## config.mk

```make
export PLATFORM = sky130hd
export DESIGN_NAME = pileup_residual_jet_correction
export DESIGN_NICKNAME = d
export VERILOG_FILES = /design/src/hw/rtl/prjc_pkg.sv /design/src/hw/rtl/prjc_ram.sv /design/src/hw/rtl/prjc_mul.sv /design/src/hw/rtl/prjc_div.sv /design/src/hw/rtl/pileup_residual_jet_correction.sv
export SDC_FILE = /design/constraint.sdc
export NUM_CORES = 2
export LEC_CHECK = 0
export BUFFER_PORTS_ARGS = -buffer_cell sky130_fd_sc_hd__buf_2
export CAP_MARGIN = 20
export CORE_ASPECT_RATIO = 0.9
export CORE_UTILIZATION = 58
export DETAILED_ROUTE_END_ITERATION = 8
export PLACE_DENSITY = 0.84
export SLEW_MARGIN = 20
export SYNTH_ARGS = -nofsm -noshare
export SYNTH_HDL_FRONTEND = slang
export SYNTH_HIERARCHICAL = 1
export SYNTH_SLANG_ARGS = --single-unit
```

## constraint.sdc

```tcl
create_clock -name clk -period 11.3 [get_ports clk]
set_input_delay 1.13 -clock clk [delete_from_list [all_inputs] [get_ports clk]]
set_output_delay 1.13 -clock clk [all_outputs]
set_load 0.05 [all_outputs]
```

## src/hw/rtl/prjc_pkg.sv

```systemverilog
package prjc_pkg;

  localparam int DEF_TABLE_DEPTH = 16;

  // field widths
  localparam int ROWIDX_W = 4;
  localparam int EDGE_W   = 13;
  localparam int SLOPE_W  = 17;
  localparam int PT_W     = 24;
  localparam int ETA_W    = 14;
  localparam int AREA_W   = 14;
  localparam int RHO_W    = 18;
  localparam int MU_W     = 12;
  localparam int NPV_W    = 8;
  localparam int EIU_W    = 5;
  localparam int CPT_W    = 25;
  localparam int SF_W     = 16;
  localparam int ST_W     = 2;

  // one table row: edge, vertex-count term, pileup term
  localparam int ROW_W = EDGE_W + 2 * SLOPE_W;

  // second operand of the shared multiplier
  localparam int MUL_B_W = 19;

  // quotient bits of the ratio divider; the top bit flags saturation
  localparam int SF_QBITS = 16;

  localparam int CPT_MAX = (1 << (CPT_W - 1)) - 1;
  localparam int CPT_MIN = -(1 << (CPT_W - 1));
  localparam int SF_MAX  = (1 << (SF_W - 1)) - 1;
  localparam int SF_MIN  = -(1 << (SF_W - 1));

  localparam logic [EIU_W-1:0] EIU_RESET = 5'd12;

  localparam logic FUNC_LOAD = 1'b0;
  localparam logic FUNC_CAL  = 1'b1;

  localparam logic [ST_W-1:0] ST_OK      = 2'd0;
  localparam logic [ST_W-1:0] ST_OUTSIDE = 2'd1;
  localparam logic [ST_W-1:0] ST_PT_ZERO = 2'd2;

  typedef struct packed {
    logic busy;
    logic done;
  } div_stat_t;

  typedef enum logic [3:0] {
    S_IDLE,
    S_AREA,
    S_INIT,
    S_BIN,
    S_ACCN,
    S_ACCM,
    S_FIN_N,
    S_FIN_M,
    S_FIN_A,
    S_ROUND,
    S_DIVGO,
    S_DIV,
    S_OUT
  } seq_state_t;

endpackage

```

## src/hw/rtl/prjc_ram.sv

```systemverilog
module prjc_ram #(
  parameter int WIDTH = 8,
  parameter int DEPTH = 16
) (
  input  logic                     clk,
  input  logic                     we,
  input  logic [$clog2(DEPTH)-1:0] waddr,
  input  logic [WIDTH-1:0]         wdata,
  input  logic [$clog2(DEPTH)-1:0] raddr,
  output logic [WIDTH-1:0]         rdata
);

  logic [WIDTH-1:0] mem [DEPTH];

  always_ff @(posedge clk) begin
    if (we) begin
      mem[waddr] <= wdata;
    end
    rdata <= mem[raddr];
  end

endmodule

```

## src/hw/rtl/prjc_mul.sv

```systemverilog
module prjc_mul #(
  parameter int A_W = 36,
  parameter int B_W = prjc_pkg::MUL_B_W
) (
  input  logic                        clk,
  input  logic signed [A_W-1:0]       a,
  input  logic signed [B_W-1:0]       b,
  output logic signed [A_W+B_W-1:0]   p
);

  // register the product before anyone adds it
  always_ff @(posedge clk) begin
    p <= a * b;
  end

endmodule

```

## src/hw/rtl/prjc_div.sv

```systemverilog
module prjc_div #(
  parameter int DW = 52
) (
  input  logic                          clk,
  input  logic                          rst,
  input  logic                          start,
  input  logic [DW-1:0]                 num,
  input  logic [DW-1:0]                 den,
  output logic [prjc_pkg::SF_QBITS-1:0] quo,
  output prjc_pkg::div_stat_t           stat
);

  import prjc_pkg::*;

  localparam int CW = $clog2(SF_QBITS);

  logic [DW-1:0] rem;
  logic [DW-1:0] dsh;
  logic [CW-1:0] cnt;
  logic          busy;
  logic          done;
  logic          ge;

  assign ge = rem >= dsh;

  always_ff @(posedge clk) begin
    if (rst) begin
      busy <= 1'b0;
      done <= 1'b0;
      cnt  <= '0;
    end else begin
      done <= 1'b0;
      if (start) begin
        busy <= 1'b1;
        cnt  <= '0;
      end else if (busy) begin
        cnt <= cnt + CW'(1);
        if (cnt == CW'(SF_QBITS - 1)) begin
          busy <= 1'b0;
          done <= 1'b1;
        end
      end
    end
  end

  // restoring division, one quotient bit per cycle, MSB first
  always_ff @(posedge clk) begin
    if (start) begin
      rem <= num;
      dsh <= den << (SF_QBITS - 1);
      quo <= '0;
    end else if (busy) begin
      if (ge) begin
        rem <= rem - dsh;
      end
      dsh <= dsh >> 1;
      quo <= {quo[SF_QBITS-2:0], ge};
    end
  end

  assign stat.busy = busy;
  assign stat.done = done;

endmodule

```

## src/hw/rtl/pileup_residual_jet_correction.sv

```systemverilog
// Pileup residual jet correction. A load transaction (func 0) writes one table row: an abs-eta
// bin edge and the vertex-count and pileup terms; a row_index at or above TABLE_DEPTH is
// dropped. A calibrate transaction (func 1) subtracts area times rho from the raw pt, walks
// the first edges_in_use edges to find the bin holding |eta|, integrates both piecewise-linear
// terms up to that point, subtracts npv_term*(npv-1) + mu_term*mu when a bin holds |eta|, and
// returns the rounded, saturated corrected pt, its Q2.14 ratio to the raw pt, and a status
// (ok, eta outside the table, raw pt zero). One registered multiplier does every product
// under a small sequencer, each visited bin passing through S_BIN, S_ACCN and S_ACCM, and a
// 16-step restoring divider forms the ratio. The walk covers at most edges_in_use edges,
// capped at TABLE_DEPTH; it stops early when |eta| falls in an early bin, and the divider is
// skipped when pt is zero. in_stall is high from acceptance until the result is in the
// output register. A finished result waits there, so the next transaction can be accepted
// while it is still stalled. Table rows read before they are loaded return undefined values.
// edges_in_use is written through the cfg channel, which is always ready; write it only while
// no transaction is in flight.
module pileup_residual_jet_correction #(
  parameter int TABLE_DEPTH = prjc_pkg::DEF_TABLE_DEPTH
) (
  input  logic                                 clk,
  input  logic                                 rst,
  // input channel
  input  logic                                 in_valid,
  output logic                                 in_stall,
  input  logic                                 func,
  input  logic        [prjc_pkg::ROWIDX_W-1:0] row_index,
  input  logic        [prjc_pkg::EDGE_W-1:0]   edge_value,
  input  logic signed [prjc_pkg::SLOPE_W-1:0]  npv_slope,
  input  logic signed [prjc_pkg::SLOPE_W-1:0]  mu_slope,
  input  logic        [prjc_pkg::PT_W-1:0]     jet_pt,
  input  logic signed [prjc_pkg::ETA_W-1:0]    jet_eta,
  input  logic        [prjc_pkg::AREA_W-1:0]   catchment_area,
  input  logic        [prjc_pkg::RHO_W-1:0]    energy_density,
  input  logic        [prjc_pkg::MU_W-1:0]     pileup_mu,
  input  logic        [prjc_pkg::NPV_W-1:0]    vertex_count,
  // output channel
  output logic                                 out_valid,
  input  logic                                 out_stall,
  output logic signed [prjc_pkg::CPT_W-1:0]    corrected_pt,
  output logic signed [prjc_pkg::SF_W-1:0]     scale_factor,
  output logic        [prjc_pkg::ST_W-1:0]     status,
  // configuration channel
  input  logic                                 cfg_valid,
  output logic                                 cfg_ready,
  input  logic        [prjc_pkg::EIU_W-1:0]    cfg_data
);

  import prjc_pkg::*;

  localparam int AW     = $clog2(TABLE_DEPTH);
  localparam int CNT_W  = $clog2(TABLE_DEPTH + 1);
  // running offsets in units of 2^-20 MeV, with room for every bin
  localparam int OFS_W  = SLOPE_W + ETA_W + AW + 1;
  localparam int PROD_W = OFS_W + MUL_B_W;
  // running corrected pt in units of 2^-24 MeV
  localparam int TOT_W  = (OFS_W + 16 > 52) ? OFS_W + 16 : 52;
  localparam int SH_W   = TOT_W - 24;

  seq_state_t state;
  seq_state_t state_next;

  logic [EIU_W-1:0] edges_in_use;

  logic accept;
  logic load_we;

  // held jet fields
  logic [PT_W-1:0]   pt_r;
  logic [ETA_W-1:0]  aeta_r;
  logic [AREA_W-1:0] area_r;
  logic [RHO_W-1:0]  rho_r;
  logic [MU_W-1:0]   mu_r;
  logic [NPV_W-1:0]  npv_r;
  logic [CNT_W-1:0]  n_lim;

  // bin walk
  logic [CNT_W-1:0]          idx;
  logic [CNT_W:0]            idx_inc;
  logic                      last_bin;
  logic [EDGE_W-1:0]         prev_edge;
  logic signed [ETA_W:0]     delta_r;
  logic signed [ETA_W:0]     delta_c;
  logic signed [SLOPE_W-1:0] tm_r;
  logic                      found;
  logic                      hit;
  logic signed [OFS_W-1:0]   off_n;
  logic signed [OFS_W-1:0]   off_m;

  // totals and rounding
  logic signed [TOT_W-1:0] total;
  logic signed [TOT_W-1:0] pt_term;
  logic signed [TOT_W-1:0] rnd;
  logic signed [SH_W-1:0]  sh;
  logic signed [CPT_W-1:0] cpt_c;
  logic signed [CPT_W-1:0] cpt_r;
  logic [TOT_W-1:0]        mag_r;
  logic                    neg_r;
  logic                    pt_zero;

  logic [ETA_W-1:0]     eta_abs;
  logic signed [NPV_W:0] npv_m1;

  // table memory
  logic [AW-1:0]             rd_addr;
  logic [ROW_W-1:0]          rd_row;
  logic [EDGE_W-1:0]         rd_edge;
  logic signed [SLOPE_W-1:0] rd_npv;
  logic signed [SLOPE_W-1:0] rd_mu;

  // shared multiplier
  logic signed [OFS_W-1:0]   mul_a;
  logic signed [MUL_B_W-1:0] mul_b;
  logic signed [PROD_W-1:0]  prod;

  // divider
  logic                div_start;
  logic [TOT_W-1:0]    div_num;
  logic [TOT_W-1:0]    div_den;
  logic [SF_QBITS-1:0] quo;
  div_stat_t           div_stat;

  logic                   out_free;
  logic signed [SF_W-1:0] sf_c;
  logic [ST_W-1:0]        status_c;

  assign accept  = in_valid && !in_stall;
  assign load_we = accept && (func == FUNC_LOAD) && (int'(row_index) < TABLE_DEPTH);

  assign eta_abs = jet_eta[ETA_W-1] ? ETA_W'(-jet_eta) : ETA_W'(jet_eta);
  assign npv_m1  = $signed({1'b0, npv_r}) - $signed((NPV_W + 1)'(1));

  assign rd_edge = rd_row[ROW_W-1 -: EDGE_W];
  assign rd_npv  = $signed(rd_row[2*SLOPE_W-1 -: SLOPE_W]);
  assign rd_mu   = $signed(rd_row[SLOPE_W-1:0]);

  // bin i runs from the previous edge up to, not including, the edge just read
  assign hit     = (aeta_r >= {1'b0, prev_edge}) && (aeta_r < {1'b0, rd_edge});
  assign delta_c = $signed({1'b0, hit ? aeta_r : {1'b0, rd_edge}}) - $signed({2'b00, prev_edge});

  assign idx_inc  = {1'b0, idx} + (CNT_W + 1)'(1);
  assign last_bin = idx_inc >= {1'b0, n_lim};

  assign pt_zero = pt_r == '0;
  assign pt_term = $signed(TOT_W'(pt_r) << 24);

  // round to nearest, ties upward, then saturate to the output range
  assign rnd = total + $signed(TOT_W'(1) << 23);
  assign sh  = $signed(rnd[TOT_W-1:24]);

  always_comb begin
    if (sh > SH_W'(CPT_MAX)) begin
      cpt_c = CPT_W'(CPT_MAX);
    end else if (sh < SH_W'(CPT_MIN)) begin
      cpt_c = CPT_W'(CPT_MIN);
    end else begin
      cpt_c = CPT_W'(sh);
    end
  end

  // |total| + d/2 over d = pt*1024 gives the ratio rounded half away from zero
  assign div_num = mag_r + (TOT_W'(pt_r) << 9);
  assign div_den = TOT_W'(pt_r) << 10;

  always_comb begin
    if (pt_zero) begin
      sf_c = '0;
    end else if (quo[SF_QBITS-1]) begin
      sf_c = neg_r ? SF_W'(SF_MIN) : SF_W'(SF_MAX);
    end else if (neg_r) begin
      sf_c = -$signed({1'b0, quo[SF_QBITS-2:0]});
    end else begin
      sf_c = $signed({1'b0, quo[SF_QBITS-2:0]});
    end
  end

  always_comb begin
    if (pt_zero) begin
      status_c = ST_PT_ZERO;
    end else if (found) begin
      status_c = ST_OK;
    end else begin
      status_c = ST_OUTSIDE;
    end
  end

  assign out_free  = !out_valid || !out_stall;
  assign cfg_ready = 1'b1;

  always_ff @(posedge clk) begin
    if (rst) begin
      edges_in_use <= EIU_RESET;
    end else if (cfg_valid && cfg_ready) begin
      edges_in_use <= cfg_data;
    end
  end

  always_ff @(posedge clk) begin
    if (rst) begin
      state <= S_IDLE;
    end else begin
      state <= state_next;
    end
  end

  // sequencer: next state, input stall, table read address, multiplier operands, divider start
  always_comb begin
    state_next = state;
    in_stall   = state != S_IDLE;
    rd_addr    = '0;
    mul_a      = '0;
    mul_b      = '0;
    div_start  = 1'b0;
    case (state)
      S_IDLE: begin
        if (accept && (func == FUNC_CAL)) begin
          state_next = S_AREA;
        end
      end
      S_AREA: begin
        // area*rho now, row 0 arrives next cycle
        mul_a      = $signed(OFS_W'(area_r));
        mul_b      = $signed(MUL_B_W'(rho_r));
        state_next = S_INIT;
      end
      S_INIT: begin
        if (n_lim < CNT_W'(2)) begin
          state_next = S_ROUND;
        end else begin
          rd_addr    = AW'(1);
          state_next = S_BIN;
        end
      end
      S_BIN: begin
        mul_a      = OFS_W'(rd_npv);
        mul_b      = MUL_B_W'(delta_c);
        state_next = S_ACCN;
      end
      S_ACCN: begin
        mul_a      = OFS_W'(tm_r);
        mul_b      = MUL_B_W'(delta_r);
        state_next = S_ACCM;
      end
      S_ACCM: begin
        if (found) begin
          state_next = S_FIN_N;
        end else if (last_bin) begin
          state_next = S_ROUND;
        end else begin
          rd_addr    = idx_inc[AW-1:0];
          state_next = S_BIN;
        end
      end
      S_FIN_N: begin
        mul_a      = off_n;
        mul_b      = MUL_B_W'(npv_m1);
        state_next = S_FIN_M;
      end
      S_FIN_M: begin
        mul_a      = off_m;
        mul_b      = $signed(MUL_B_W'(mu_r));
        state_next = S_FIN_A;
      end
      S_FIN_A: begin
        state_next = S_ROUND;
      end
      S_ROUND: begin
        state_next = pt_zero ? S_OUT : S_DIVGO;
      end
      S_DIVGO: begin
        div_start  = 1'b1;
        state_next = S_DIV;
      end
      S_DIV: begin
        if (div_stat.done) begin
          state_next = S_OUT;
        end
      end
      S_OUT: begin
        // hold until the output register is free
        if (out_free) begin
          state_next = S_IDLE;
        end
      end
      default: begin
        state_next = S_IDLE;
      end
    endcase
  end

  always_ff @(posedge clk) begin
    case (state)
      S_IDLE: begin
        if (accept) begin
          pt_r   <= jet_pt;
          aeta_r <= eta_abs;
          area_r <= catchment_area;
          rho_r  <= energy_density;
          mu_r   <= pileup_mu;
          npv_r  <= vertex_count;
          n_lim  <= (int'(edges_in_use) > TABLE_DEPTH) ? CNT_W'(TABLE_DEPTH)
                                                        : CNT_W'(edges_in_use);
        end
      end
      S_INIT: begin
        total     <= pt_term - (TOT_W'(prod) <<< 12);
        off_n     <= OFS_W'(rd_npv) <<< 10;
        off_m     <= OFS_W'(rd_mu) <<< 10;
        prev_edge <= rd_edge;
        idx       <= CNT_W'(1);
        found     <= 1'b0;
      end
      S_BIN: begin
        found     <= hit;
        delta_r   <= delta_c;
        tm_r      <= rd_mu;
        prev_edge <= rd_edge;
      end
      S_ACCN: begin
        off_n <= off_n + OFS_W'(prod);
      end
      S_ACCM: begin
        off_m <= off_m + OFS_W'(prod);
        if (!found && !last_bin) begin
          idx <= idx_inc[CNT_W-1:0];
        end
      end
      S_FIN_M: begin
        total <= total - (TOT_W'(prod) <<< 4);
      end
      S_FIN_A: begin
        total <= total - TOT_W'(prod);
      end
      S_ROUND: begin
        cpt_r <= cpt_c;
        neg_r <= total[TOT_W-1];
        mag_r <= total[TOT_W-1] ? TOT_W'(-total) : TOT_W'(total);
      end
      default: begin
      end
    endcase
  end

  // output register: parts the sequencer from the consumer
  always_ff @(posedge clk) begin
    if (rst) begin
      out_valid <= 1'b0;
    end else if ((state == S_OUT) && out_free) begin
      out_valid <= 1'b1;
    end else if (!out_stall) begin
      out_valid <= 1'b0;
    end
  end

  always_ff @(posedge clk) begin
    if ((state == S_OUT) && out_free) begin
      corrected_pt <= cpt_r;
      scale_factor <= sf_c;
      status       <= status_c;
    end
  end

  prjc_ram #(
    .WIDTH (ROW_W),
    .DEPTH (TABLE_DEPTH)
  ) u_table (
    .clk   (clk),
    .we    (load_we),
    .waddr (AW'(row_index)),
    .wdata ({edge_value, npv_slope, mu_slope}),
    .raddr (rd_addr),
    .rdata (rd_row)
  );

  prjc_mul #(
    .A_W (OFS_W),
    .B_W (MUL_B_W)
  ) u_mul (
    .clk (clk),
    .a   (mul_a),
    .b   (mul_b),
    .p   (prod)
  );

  prjc_div #(
    .DW (TOT_W)
  ) u_div (
    .clk   (clk),
    .rst   (rst),
    .start (div_start),
    .num   (div_num),
    .den   (div_den),
    .quo   (quo),
    .stat  (div_stat)
  );

  a_cal_starts: assert property (@(posedge clk) disable iff (rst)
    accept && (func == FUNC_CAL) |=> state == S_AREA)
    else $error("calibrate transaction did not start the sequencer");

  a_bin_range: assert property (@(posedge clk) disable iff (rst)
    state == S_BIN |-> (idx != '0) && (idx < n_lim))
    else $error("bin walk left the edge range");

  a_div_idle: assert property (@(posedge clk) disable iff (rst)
    div_start |-> !div_stat.busy)
    else $error("divider restarted while busy");

  a_zero_pt: assert property (@(posedge clk) disable iff (rst)
    out_valid && (status == ST_PT_ZERO) |-> scale_factor == '0)
    else $error("zero pt result carries a nonzero ratio");

endmodule

```

Word level (Yosys, flattened, before mapping):

Memories as Yosys holds them, arrays and structs flattened. A register that Yosys moved wholly into a read port is not among the register bits.
Index checks and enable logic that the tools add are counted.

* add/subtract/negate cells: 15
* multiply operators: 1
* magnitude comparators: 8
* eq/ne operators: 18
* multiplexer cells: 42
* bitwise logic cells: 2
* reduce and logical (&&, ||, !) cells: 28

Operator list (count)
* one-hot mux 36 bit (5 select lines): 1
* 2-to-1 mux 52 bit: 3
* one-hot mux 52 bit (3 select lines): 1
* one-hot mux 36 bit (2 select lines): 2
* subtractor 52 bit: 2
* 2-to-1 mux 49 bit: 2
* one-hot mux 19 bit (5 select lines): 1
* adder 36 bit: 2
* adder 52 x 25 -> 52 bit (second input constant): 1
* adder 52 x 33 -> 52 bit: 1
* greater-or-equal comparator 52 x 49 -> 1 bit: 1
* multiplier 36 x 19 -> 52 bit: 1
* negator 52 bit: 1
* one-hot mux 4 bit (13 select lines): 1
* subtractor 49 x 52 -> 52 bit: 1
* subtractor 52 x 49 -> 52 bit: 1
* 2-to-1 mux 51 bit: 1
* 2-to-1 mux 16 bit: 3
* 2-to-1 mux 4 bit: 8
* > comparator 28 x 25 -> 1 bit (second input constant): 1
* less-than comparator 28 x 25 -> 1 bit (second input constant): 1
* 2-to-1 mux 25 bit: 1
* equality test 4 bit (second input constant): 6
* logical NOT 24 bit: 1
* other kinds (36): 70

* flip-flop bits (word level): 576
* RAM bits: 752
* input port bits: 152
* output and inout port bits: 46
* word-level logic and storage cells: 149
* memories: 1

Memories
* u_table.mem: words 16, width 47, read ports 1, clocked after Yosys merged registers in 1, wr ports 1, RTL line prjc_ram.sv:13 `logic [WIDTH-1:0] mem [DEPTH];`

Depth between registers and ports, before layout:

* depth after elaboration: 6
* depth in mapped cells: 52
* gate-level depth less buffers: 48

Hierarchy:

Netlist, hierarchy kept.

By module, submodules not included
* pileup_residual_jet_correction: instances 1, cells an instance 3168, area each 30411.7 µm², sequential area each 11941.5 µm²
* prjc_ram: instances 1, cells an instance 1217, area each 29130.4 µm², sequential area each 23522.6 µm²
* prjc_mul: instances 1, cells an instance 2607, area each 24349.6 µm², sequential area each 1101.1 µm²
* prjc_div: instances 1, cells an instance 1011, area each 8698.3 µm², sequential area each 3413.3 µm²

Worst setup path before layout:

Ideal clock, no wire load.

* kind: reg2reg
* from: reg aeta_r[0]
* to: reg u_mul.p[44]
* library setup time: 72 ps
* data arrival time: 10520 ps
* required time: 11228 ps
* slack: 708 ps
* cell stages (with the launch flop): 50
* buffers on the path: 3
* clock period less this slack: 10592 ps
* cell sequence: edfxtp_1 -> inv_1 -> ha_1 -> nand2b_1 -> a21o_1 -> a21o_1 -> a21o_1 -> a21o_1 -> a21oi_1 -> o21ai_0 -> a21oi_1 -> o21ai_0 -> o41a_1 -> clkbuf_1 -> mux2i_1 -> ha_1 -> fa_1 -> nor2b_1 -> [... 14 more ...] -> inv_1 -> fa_1 -> inv_1 -> fa_1 -> inv_1 -> fa_1 -> fa_1 -> fa_1 -> ha_1 -> ha_1 -> a21oi_1 -> o21ai_0 -> a221o_1 -> a31o_1 -> a41oi_2 -> o311ai_2 -> a31oi_1 -> xnor2_1

* longest elaborated chain between the ends: 6
* elaborated cells between the ends (all ways): 7
* those cells by class: 1 x add/sub; 1 x mul; 2 x order compare; 2 x mux; 1 x reduce/logical

RTL lines
* start, declared: RTL line pileup_residual_jet_correction.sv:68 `logic [ETA_W-1:0] aeta_r;`
* start signal, assigned: RTL line pileup_residual_jet_correction.sv:294 `aeta_r <= eta_abs;`
* greater-or-equal comparator 14 x 13 -> 1 bit / less-than comparator 14 x 13 -> 1 bit (equally long branches): RTL line pileup_residual_jet_correction.sv:136 `assign hit = (aeta_r >= {1'b0, prev_edge}) && (aeta_r < {1'b0, rd_edge});`
* logical AND 1 bit: RTL line pileup_residual_jet_correction.sv:136
* 2-to-1 mux 14 bit (*): RTL line pileup_residual_jet_correction.sv:137 `assign delta_c = $signed({1'b0, hit ? aeta_r : {1'b0, rd_edge}}) - $signed({2'b00, prev_edge});`
* subtractor 14 x 13 -> 15 bit (*): RTL line pileup_residual_jet_correction.sv:137
* net delta_c[10]: RTL line pileup_residual_jet_correction.sv:81 `logic signed [ETA_W:0] delta_c;`
* one-hot mux 19 bit (5 select lines) (*): RTL line pileup_residual_jet_correction.sv:212 `case (state)`
* net mul_b[10]: RTL line pileup_residual_jet_correction.sv:111 `logic signed [MUL_B_W-1:0] mul_b;`
* multiplier 36 x 19 -> 52 bit (*): RTL line prjc_mul.sv:13 `p <= a * b;`
* end signal, assigned: RTL line prjc_mul.sv:13
* end, declared: RTL line prjc_mul.sv:8 `output logic signed [A_W+B_W-1:0] p`

Mark *: on every way through the listed nets, which the timed path passes. The rest lies on a longest branch.
A chain may end at the register's enable or synchronous reset.

Worst setup path in the final report:

* from: reg aeta_r[0]
* to: reg u_mul.p[51]

* longest elaborated chain between the ends: 6
* elaborated cells between the ends (all ways): 7
* those cells by class: 1 x add/sub; 1 x mul; 2 x order compare; 2 x mux; 1 x reduce/logical

RTL lines (RTL line)
* greater-or-equal comparator 14 x 13 -> 1 bit / less-than comparator 14 x 13 -> 1 bit (equally long branches): pileup_residual_jet_correction.sv:136
* logical AND 1 bit: pileup_residual_jet_correction.sv:136
* 2-to-1 mux 14 bit (*): pileup_residual_jet_correction.sv:137
* subtractor 14 x 13 -> 15 bit (*): pileup_residual_jet_correction.sv:137
* one-hot mux 19 bit (5 select lines) (*): pileup_residual_jet_correction.sv:212
* net mul_b[14]: pileup_residual_jet_correction.sv:111
* multiplier 36 x 19 -> 52 bit (*): prjc_mul.sv:13

Marked as above.

==> impl_results.md <==
* Status: finished, final reports clean
* Routed wire length at 262 mm
* CTS Sinks at 1378
* Overall Power at 14.8 mW
* Synthesized area at 91900 µm²
* Clk buf depth at 3
* Pin count of the biggest net entering global routing at 204
* Final Slew Violations at 0
* Root buffer cell: clkbuf_16
* Final instance area at 100000 µm²
* Commonest non-fill, non-tap cell in the layout: edfxtp_1
* Initial core utilization at 0.584
* LEAKAGE at 40.1 nW
* CP Data Required Time at 12030 ps
* Die X at 422 µm
* Syn Area/Cell at 11.6 µm²
* DRC viols at 0
* Fmax at 92.1 MHz
* Initial DRC count at 7643
* Dpl hpwl at 175 mm
* Area growth syn-to-layout at 9.13%
* Yosys Warn Count at 6
* Clk_lat worst skew at 850 ps
* Final setup viols at 0
* I/O pin total at 198
* Worst setup path category: reg -> reg
* CP most frequent cell: fa_1
* Total core area at 157000 µm²
* VDD IR max at 0.257 mV
* Port bufs at 196
* Share of layout cells above drive strength 1 at 0.109
* Detailed Routing Iterations Pass 1 at 6
* H-Tree Depth at 4
* Period utilisation layout at 0.961
* Commonest cells after routing, fill and taps aside: edfxtp_1, nand2_1, inv_1
* Clock buffers created by TritonCTS at 136
* Routed via count at 65876
* Global-route wire length before repair at 394 mm
* Slew @ Worst Pin at 1220 ps
* Cell row count at 138
* CP Capture Type: flop
* # hold bufs at CTS at 0
* Grt total ovfl at 0
* Vias in the first global route at 66912
* HP Class: reg -> reg
* Routability cong. at 0.981
* Relative slew margins at 0.187
* Cell Area, Placed at 95400 µm²
* Vias per cell at 6.40
* ANT nets after route at 0
* WL/cell at 25.4 µm
* Reg clk slew, reported paths at 70 ps
* Slowest stage cell, crit path: fa_1
* Finished Core Util at 0.638
* Critical path startpoint category: flop
* Buf/Inv on CP at 5
* Total Routing Usage GR at 0.321
* Crit path max-delay family: compound AO/OA/AOI/OAI gates
* Critical Path Fanout Max at 35
* DIE HEIGHT at 380 µm
* Synthesized instance count at 7933
* Die footprint at 160000 µm²
* Antenna violations before repair at 29
* Nets at 9337
* Power per cell area at 148 nW/µm²
* # Max-Cap Violations at 0
* CP peak stage delay at 570 ps
* Min Tclk post-route at 10860 ps
* Hold Vio Cnt, Final at 0
* Hold WS at 414 ps
* CP arrival at 11590 ps
* TritonCTS clock tree: built
* Skew final at 78.1 ps
## layout make-up
class                      count  area, µm²
clock buffer                 181       3740
sequential                  1378      39900
multi-input combinational   5371      47600
fill                       11353      57000
tap                         2100       2630
clock inverter                68        866
inverter                     836       3140
timing repair buffer         349       2380
antenna                       12       30.0
## through the flow
stage / setup TNS, ps / instances / setup slack [ps]
floorplan: 0 / 7945 / 708
global placement: 0 / 10022 / 322
detailed placement: 0 / 10023 / 200
CTS: 0 / 10272 / 70.1
global route: -394 / 10289 / -108
finish: 0 / 10295 / 438
## sequential cells by signal (all words and copies together), names as in the netlist, 17 cells and up
name and flops:
total 52, corrected_pt 25, u_table/mem 752, u_div/rem 52, mag_r 52, rho_r 18
cpt_r 25, u_div/dsh 52, pt_r 24, tm_r 17, off_m 36, off_n 36
u_mul/p 52, u_table/rdata 47
## path summary, 6_finish.rpt
check                                   end  cells after the start  slack, ps                    from
hold reg to reg   corrected_pt[2]$_DFFE_PP_                      0        410  cpt_r[2]$_SDFFCE_PN1P_
hold / removal    corrected_pt[2]$_DFFE_PP_                      0        410  cpt_r[2]$_SDFFCE_PN1P_
setup reg to reg        u_mul/p[51]$_DFF_P_                     46        440     aeta_r[0]$_DFFE_PP_
setup / recovery        u_mul/p[51]$_DFF_P_                     46        440     aeta_r[0]$_DFFE_PP_
## per-layer routing
layer / wire (µm) / track usage / up-vias
met1: 96100 / 0.405 / 32507
met2: 125000 / 0.530 / 4189
li1: - / - / 28243
met5: 163 / 0 / -
met3: 27100 / 0.0649 / 911
met4: 13900 / 0.159 / 26
## repair_timing
action,4_1_cts,5_1_grt
resized for setup,0,36
setup buffers,0,8
endpoints found under the setup margin,0,28
## where the power goes
group	internal, mW	switching (mW)	leakage (nW)
sequential	5.81	0.265	12.4
clock	2.63	2.16	2.22
combinational	1.58	2.38	25.5
total	10.0	4.81	40.1
No activity file was read; power rests on OpenSTA's default activity.
